<file path="config.mk">
export PLATFORM = sky130hd
export DESIGN_NAME = dfa_rule_table_recognizer
export DESIGN_NICKNAME = d
export VERILOG_FILES = /design/src/hw/rtl/dfa_pkg.sv /design/src/hw/rtl/dfa_ram.sv /design/src/hw/rtl/dfa_rule_table_recognizer.sv
export SDC_FILE = /design/constraint.sdc
export NUM_CORES = 2
export LEC_CHECK = 0
export ABC_AREA = 1
export BUFFER_PORTS_ARGS = -buffer_cell sky130_fd_sc_hd__buf_2
export CORE_ASPECT_RATIO = 0.75
export CORE_UTILIZATION = 30
export CTS_CLUSTER_SIZE = 30
export DETAILED_ROUTE_END_ITERATION = 12
export SLEW_MARGIN = 5
export SYNTH_ARGS = -nofsm -noshare
export SYNTH_HDL_FRONTEND = slang
export SYNTH_SLANG_ARGS = --single-unit
</file>
<file path="constraint.sdc">
create_clock -name clock -period 6.1 [get_ports clock]
set_clock_uncertainty 0.05 [all_clocks]
set_input_delay 0.305 -clock clock [delete_from_list [all_inputs] [get_ports clock]]
set_output_delay 0.305 -clock clock [all_outputs]
set_load 0.005 [all_outputs]
</file>
<file path="src/hw/rtl/dfa_pkg.sv">
`timescale 1ns / 1ps
`default_nettype none

package dfa_pkg;

   // Table sizes
   localparam int DFA_MAX_RULES  = 64;
   localparam int DFA_MAX_ACCEPT = 16;

   // Item kinds
   localparam logic [1:0] KIND_RULE   = 2'd0;
   localparam logic [1:0] KIND_ACCEPT = 2'd1;
   localparam logic [1:0] KIND_SYMBOL = 2'd2;

   // Result status codes
   localparam logic STATUS_OK   = 1'b0;
   localparam logic STATUS_FULL = 1'b1;

   typedef struct packed {
      logic [1:0] kind;
      logic [7:0] from_state;
      logic [7:0] symbol;
      logic [7:0] to_state;
      logic       word_start;
   } req_type;

   typedef struct packed {
      logic [7:0] new_state;
      logic       accepted;
      logic       status;
   } rsp_type;

   // One transition rule as stored in the rule memory
   typedef struct packed {
      logic [7:0] src;
      logic [7:0] sym;
      logic [7:0] dst;
   } rule_type;

endpackage

`default_nettype wire

</file>
<file path="src/hw/rtl/dfa_ram.sv">
`timescale 1ns / 1ps
`default_nettype none

// Simple dual-port RAM: one write port, one read port, registered read data.
module dfa_ram #(
   parameter int WIDTH = 8,
   parameter int DEPTH = 16,
   localparam int AW   = (DEPTH > 1) ? $clog2(DEPTH) : 1
) (
   input  wire logic             clock,
   input  wire logic             wr_en,
   input  wire logic [AW-1:0]    wr_addr,
   input  wire logic [WIDTH-1:0] wr_data,
   input  wire logic [AW-1:0]    rd_addr,
   output logic      [WIDTH-1:0] rd_data
);

   logic [WIDTH-1:0] mem [DEPTH];

   always_ff @(posedge clock) begin
      if (wr_en) begin
         mem[wr_addr] <= wr_data;
      end
      rd_data <= mem[rd_addr];
   end

endmodule

`default_nettype wire

</file>
<file path="src/hw/rtl/dfa_rule_table_recognizer.sv">
`timescale 1ns / 1ps
`default_nettype none

// Programmable table-driven automaton. Each item is taken when start is high and busy is low,
// and produces exactly one result, shown on rsp_data for a single cycle while rsp_valid is
// high; the receiver cannot stall, so it must capture the result in that cycle. A rule load
// (kind 0) appends a transition to the rule memory, a mark load (kind 1) adds an accepting
// state unless already present, and a symbol item (kind 2) steps the current state through
// the first matching rule in load order, restarting at state 0 when word_start is set. Loads
// into a full table are dropped and reported with status 1. Timing is set by two sequential
// scans over single-port-read memories, one entry per cycle: a symbol item scans the rule
// memory up to the first match and every item then scans the accepting-state memory in
// full. busy stays high through both scans; rsp_valid rises in the same cycle that busy
// falls, so the next item can be taken while the previous result is shown.
// No clearing pass after reset.
module dfa_rule_table_recognizer #(
   parameter int MAX_RULES  = dfa_pkg::DFA_MAX_RULES,
   parameter int MAX_ACCEPT = dfa_pkg::DFA_MAX_ACCEPT
) (
   input  wire logic             clock,
   input  wire logic             reset,
   input  wire logic             start,
   output logic                  busy,
   input  wire dfa_pkg::req_type req_data,
   output logic                  rsp_valid,
   output dfa_pkg::rsp_type      rsp_data
);

   // Counters hold 0..MAX; addresses index 0..MAX-1
   localparam int RC_W = $clog2(MAX_RULES + 1);
   localparam int AC_W = $clog2(MAX_ACCEPT + 1);
   localparam int RA_W = (MAX_RULES > 1) ? $clog2(MAX_RULES) : 1;
   localparam int AA_W = (MAX_ACCEPT > 1) ? $clog2(MAX_ACCEPT) : 1;
   localparam int RULE_W = $bits(dfa_pkg::rule_type);

   typedef enum logic [2:0] {
      ST_IDLE = 3'b001,   // wait for an item
      ST_RULE = 3'b010,   // scan rules for the first match
      ST_ACC  = 3'b100    // scan accepting set, then report
   } state_type;

   state_type         state_ff, state_in;
   dfa_pkg::req_type  req_ff, req_in;
   dfa_pkg::rsp_type  rsp_ff, rsp_in;
   logic              rsp_valid_ff, rsp_valid_in;
   logic [7:0]        cur_ff, cur_in;
   logic [RC_W-1:0]   rule_cnt_ff, rule_cnt_in;
   logic [AC_W-1:0]   acc_cnt_ff, acc_cnt_in;
   logic [RC_W-1:0]   ridx_ff, ridx_in;
   logic [AC_W-1:0]   aidx_ff, aidx_in;
   logic              pend_ff, pend_in;
   logic              hit_cur_ff, hit_cur_in;
   logic              hit_mark_ff, hit_mark_in;
   logic              err_ff, err_in;

   // Memory ports
   logic              rule_we;
   dfa_pkg::rule_type rule_wdata;
   dfa_pkg::rule_type rule_rd;
   logic [RULE_W-1:0] rule_rd_bits;
   logic              acc_we;
   logic [7:0]        acc_rd;

   // Scan helpers
   logic              rule_match;
   logic              hit_cur_w;
   logic              hit_mark_w;
   logic              rule_room;
   logic              acc_room;
   logic              mark_new;
   logic              fin_accepted;
   logic              fin_status;

   assign busy      = (state_ff != ST_IDLE);
   assign rsp_valid = rsp_valid_ff;
   assign rsp_data  = rsp_ff;

   assign rule_wdata = '{src: req_data.from_state, sym: req_data.symbol,
                         dst: req_data.to_state};
   assign rule_rd    = dfa_pkg::rule_type'(rule_rd_bits);

   assign rule_room  = (rule_cnt_ff < RC_W'(MAX_RULES));
   assign acc_room   = (acc_cnt_ff < AC_W'(MAX_ACCEPT));

   // Compare the entry read last cycle; fold it into the running hits
   assign rule_match = pend_ff && (rule_rd.src == cur_ff) && (rule_rd.sym == req_ff.symbol);
   assign hit_cur_w  = hit_cur_ff  || (pend_ff && (acc_rd == cur_ff));
   assign hit_mark_w = hit_mark_ff || (pend_ff && (acc_rd == req_ff.from_state));

   // Final accept decision: a new mark joins the set if there is room
   assign mark_new     = (req_ff.kind == dfa_pkg::KIND_ACCEPT) && !hit_mark_w;
   assign fin_accepted = hit_cur_w || (mark_new && acc_room && (req_ff.from_state == cur_ff));
   assign fin_status   = (err_ff || (mark_new && !acc_room)) ? dfa_pkg::STATUS_FULL
                                                            : dfa_pkg::STATUS_OK;

   always_comb begin
      state_in     = state_ff;
      req_in       = req_ff;
      rsp_in       = rsp_ff;
      rsp_valid_in = 1'b0;
      cur_in       = cur_ff;
      rule_cnt_in  = rule_cnt_ff;
      acc_cnt_in   = acc_cnt_ff;
      ridx_in      = ridx_ff;
      aidx_in      = aidx_ff;
      pend_in      = 1'b0;
      hit_cur_in   = hit_cur_ff;
      hit_mark_in  = hit_mark_ff;
      err_in       = err_ff;
      rule_we      = 1'b0;
      acc_we       = 1'b0;

      unique case (state_ff)
         ST_IDLE: begin
            if (start) begin
               req_in      = req_data;
               ridx_in     = '0;
               aidx_in     = '0;
               hit_cur_in  = 1'b0;
               hit_mark_in = 1'b0;
               err_in      = dfa_pkg::STATUS_OK;
               priority if (req_data.kind == dfa_pkg::KIND_RULE) begin
                  // Append at the fill point, or drop when full
                  if (rule_room) begin
                     rule_we     = 1'b1;
                     rule_cnt_in = rule_cnt_ff + 1'b1;
                  end else begin
                     err_in = dfa_pkg::STATUS_FULL;
                  end
                  state_in = ST_ACC;
               end else if (req_data.kind == dfa_pkg::KIND_SYMBOL) begin
                  if (req_data.word_start) begin
                     cur_in = '0;
                  end
                  state_in = ST_RULE;
               end else begin
                  state_in = ST_ACC;
               end
            end
         end
         ST_RULE: begin
            priority if (rule_match) begin
               // First match in load order wins
               cur_in   = rule_rd.dst;
               state_in = ST_ACC;
            end else if (ridx_ff < rule_cnt_ff) begin
               pend_in = 1'b1;
               ridx_in = ridx_ff + 1'b1;
            end else begin
               // No rule matched: hold the state
               state_in = ST_ACC;
            end
         end
         ST_ACC: begin
            hit_cur_in  = hit_cur_w;
            hit_mark_in = hit_mark_w;
            if (aidx_ff < acc_cnt_ff) begin
               pend_in = 1'b1;
               aidx_in = aidx_ff + 1'b1;
            end else begin
               if (mark_new && acc_room) begin
                  acc_we     = 1'b1;
                  acc_cnt_in = acc_cnt_ff + 1'b1;
               end
               rsp_in       = '{new_state: cur_ff, accepted: fin_accepted, status: fin_status};
               rsp_valid_in = 1'b1;
               state_in     = ST_IDLE;
            end
         end
         default: begin
            state_in = ST_IDLE;
         end
      endcase
   end

   always_ff @(posedge clock) begin
      if (reset) begin
         state_ff     <= ST_IDLE;
         rsp_valid_ff <= 1'b0;
         cur_ff       <= '0;
         rule_cnt_ff  <= '0;
         acc_cnt_ff   <= '0;
         pend_ff      <= 1'b0;
      end else begin
         state_ff     <= state_in;
         rsp_valid_ff <= rsp_valid_in;
         cur_ff       <= cur_in;
         rule_cnt_ff  <= rule_cnt_in;
         acc_cnt_ff   <= acc_cnt_in;
         pend_ff      <= pend_in;
      end
   end

   always_ff @(posedge clock) begin
      req_ff      <= req_in;
      rsp_ff      <= rsp_in;
      ridx_ff     <= ridx_in;
      aidx_ff     <= aidx_in;
      hit_cur_ff  <= hit_cur_in;
      hit_mark_ff <= hit_mark_in;
      err_ff      <= err_in;
   end

   // Rule memory: written at the fill point, read by the scan index
   dfa_ram #(
      .WIDTH (RULE_W),
      .DEPTH (MAX_RULES)
   ) u_rule_ram (
      .clock   (clock),
      .wr_en   (rule_we),
      .wr_addr (rule_cnt_ff[RA_W-1:0]),
      .wr_data (RULE_W'(rule_wdata)),
      .rd_addr (ridx_ff[RA_W-1:0]),
      .rd_data (rule_rd_bits)
   );

   // Accepting-state memory
   dfa_ram #(
      .WIDTH (8),
      .DEPTH (MAX_ACCEPT)
   ) u_acc_ram (
      .clock   (clock),
      .wr_en   (acc_we),
      .wr_addr (acc_cnt_ff[AA_W-1:0]),
      .wr_data (req_ff.from_state),
      .rd_addr (aidx_ff[AA_W-1:0]),
      .rd_data (acc_rd)
   );

   // Every item raises busy in the cycle after it is taken
   a_take_busy : assert property (@(posedge clock) disable iff (reset)
      (start && !busy) |=> busy)
      else $error("item taken without going busy");

   // A result comes only out of the accept scan
   a_rsp_from_scan : assert property (@(posedge clock) disable iff (reset)
      rsp_valid |-> $past(state_ff == ST_ACC))
      else $error("result strobe without a finished scan");

   // The rule count moves only on a taken rule load
   a_rule_cnt_step : assert property (@(posedge clock) disable iff (reset)
      (!$past(reset) && (rule_cnt_ff != $past(rule_cnt_ff))) |->
      $past(start && !busy && (req_data.kind == dfa_pkg::KIND_RULE)))
      else $error("rule count changed without a rule load");

   // A read in flight belongs to one of the scans
   a_pend_in_scan : assert property (@(posedge clock) disable iff (reset)
      pend_ff |-> ((state_ff == ST_RULE) || (state_ff == ST_ACC)))
      else $error("memory read pending outside a scan");

endmodule

`default_nettype wire
</file>
==> results.ini <==
[die]
die_w_um = 559
initial_core_util_pct = 30.4
num_rows = 152
ios = 42
die_h_um = 420
dieArea_um2 = 235000
core_area_um2 = 230000

[yosys]
synthFlopType = edfxtp_1
syn_avg_cell_area_um2 = 12.8
synth_area_um2 = 69800
synth-seq-cells = 1764
synth_commonest_cells = edfxtp_1, nand2_1, nor2_1, o21ai_0, clkbuf_1
synth_top_cell_area_share_pct = 73.4
netlist.top_cell.by_area = edfxtp_1
syn-instance-count = 5466
synth_edf_count = 1707
synth_fp_nets = 5513
yosysMostFrequentCell = edfxtp_1
seq_area_frac_synth_pct = 75.1
async_flop_share_pct = 0
synth_cell_types = 40
synthTopCellsByArea = edfxtp_1, nand2_1, o21ai_0, nor2_1, dfxtp_1
ys_warn_count = 0

[critical_path]
worst_r2r_endpoint = u_acc_ram.mem[9][1]
cp_max_fo = 36
cp-start-kind = register
worst_ep_required_time_ns = 6.45
cp_cell_sequence = ha_1, o21ai_0, nor2_1, nor2_1, nor2_2, nand4_1, inv_1, nand2_1, nor2_1
r2r-start = aidx_ff[1]
worstRegToRegCells = 9
path_common_cell = nor2_1
max_stage_delay_ns = 0.81
r2r_slack_ns = 1.98
cp_data_arrival_time_ns = 4.46
slowest_stage = edfxtp_1
endpoint_kind = register
criticalPathCategory = register to register

[final_layout]
nets = 5512
area_delta_synth_final_pct = 13.2
final_layout_size_suffix_gt1_share_pct = 8.75
stdcell_area_um2 = 79000

[clock_tree]
cts_setup_buffers = 0
clk_pin_slew_ns = 0.07
holdBufCountCts = 3
clock-root-buffer = clkbuf_16
htreeDepth = 4
clkLatencyLatePin_ns = 0.81
cts_tree = built
cts_resized = 0
cts_buffers = 164
clock_tree.buffer_depth = 4
cts_sinks = 1764

[global_routing]
grt_pass1_vias = 41866
overflow = 0
grt_usage_pct = 16.7
antenna_found_initial = 7
grt_pass1_wl_um = 293000
grt_start_max_net_pins = 199

[timing]
finalHoldViolCount = 0
fin_crit_sh_pct = 67.5
tns_ns = 0
grt_setup_unrepaired = no
hold_ws_ns = 0.0620
setup_viol = 0
finalCriticalPeriod_ns = 4.12
relSlewSlack_pct = 11.7
fmax_ghz = 0.243
setup_ws_ns = 1.98
tightest_slew_ns = 1.32
final_max_slew_viol_count = 0

[place]
dp_slack_ns = 2.04
gp_congestion = 0.859
place_area_um2 = 73600
portBuffers = 41
dp_hpwl_um = 110000

[pwr]
powerDensity_nw_per_um2 = 371
p_total_w = 0.0293
peakVddDrop_mv = 0.351
p_leak_nw = 25.6

[routing]
drc = 0
ant_nets = 0
drtIter0Drc = 6295
vias = 45015
routed_via_density = 5.19
post_drt_wl_per_cell_um = 23.4
wl_um = 203000
dr.pass1.iters = 6

[run_status]
outcome = finished, final reports clean

[hold_path]
holdPathEnd = rule_cnt_ff[3]
hp-class = primary input to register
hold_start = reset
holdPathStages = 2

[job]
drv_cap = 0

-- metal layers --
| layer | wire [um] | global-route usage (%) | vias to the layer above |
|---|---|---|---|
| met2 | 85500 | 24.1 | 2332 |
| met5 | 13 | 0 | - |
| met3 | 23300 | 3.82 | 263 |
| met1 | 89800 | 25.5 | 22443 |
| met4 | 3870 | 3.53 | 2 |
| li1 | - | - | 19975 |
-- where the power goes --
group          switching (W)  internal, W
Clock                0.00446      0.00602
Sequential          0.000209       0.0135
Combinational        0.00388      0.00127
-- final cells by class --
| class | instances | area (um^2) |
|---|---|---|
| Sequential cell | 1764 | 52400 |
| Clock buffer | 201 | 4330 |
| Tap cell | 3080 | 3850 |
| Inverter | 98 | 390 |
| Clock inverter | 89 | 1040 |
| Multi-Input combinational cell | 3260 | 15600 |
| Timing Repair Buffer | 177 | 1360 |
| Antenna cell | 3 | 7.51 |
| Fill cell | 22161 | 151000 |
-- critical path, delay by kind of cell (launching register included) --
family,cells,cell delay (ns)
AOI/OAI and AO/OA,1,0.10
adders and majority gates,1,0.48
buffers and inverters,1,0.25
DFF,1,0.81
and+or+nand+nor,6,2.03
-- placed cells by master (no fill, tap or decap), types with 3 or more instances in the layout --
cell type and count:
clkbuf_8 4, o221ai_1 126, or2_2 10, o22ai_1 166, buf_4 123, dlygate4sd3_1 3
or2_1 8, xnor2_1 7, nand2_1 878, nor2_1 751, dfxtp_1 57, a21oi_1 195
o211ai_1 64, buf_2 41, nor3_1 62, xor2_1 12, clkbuf_16 166, a211oi_1 50
edfxtp_1 1707, nor4_1 3, buf_12 10, bufinv_16 23, clkinvlp_4 9, nand4_1 18
nand3_1 157, inv_1 90, diode_2 3, o21ai_0 644, nor2_2 64, clkinv_1 33
ha_1 17, o21ai_1 13, clkbuf_1 31, clkinv_2 19, inv_6 6
-- worst max path at each step --
| stage | end | startpoint | cells past startpoint | slack, ns |
|---|---|---|---|---|
| floorplan | u_rule_ram.mem[31][0] | state_ff[2] | 7 | 1.76 |
| global placement | u_acc_ram.mem[0][0] | aidx_ff[1] | 9 | 2.17 |
| detailed placement | u_acc_ram.mem[1][2] | aidx_ff[1] | 9 | 2.04 |
| CTS | u_acc_ram.mem[1][0] | aidx_ff[1] | 9 | 2.02 |
| global route | u_acc_ram.mem[1][4] | aidx_ff[1] | 9 | 1.52 |
| finish | u_acc_ram.mem[9][1] | aidx_ff[1] | 9 | 1.98 |
-- logic make-up after synthesis --
kind of cell    share of synthesized area, %
fa+ha+maj                              0.305
compound gates                          10.5
xor+xnor                               0.238
buf+inv                                 2.79
flops                                   75.1
simple gates                            11.1
-- metrics by stage --
stage                     utilization [%]  cells
after floorplan                         -   5466
after global placement               32.0   8376
after detailed placement             32.0   8376
after CTS                            34.4   8669
after global routing                 34.4   8669
final                                34.4   8672
-- registers in the layout (all words and copies together), names as in the netlist, 8 cells and up --
name,cells
req_ff,18
rsp_data,10
cur_ff,8
u_acc_ram.rd_data,8
u_rule_ram.rd_data,24
u_acc_ram.mem,128
u_rule_ram.mem,1536
Note: power is estimated with default switching activity, not from simulation.
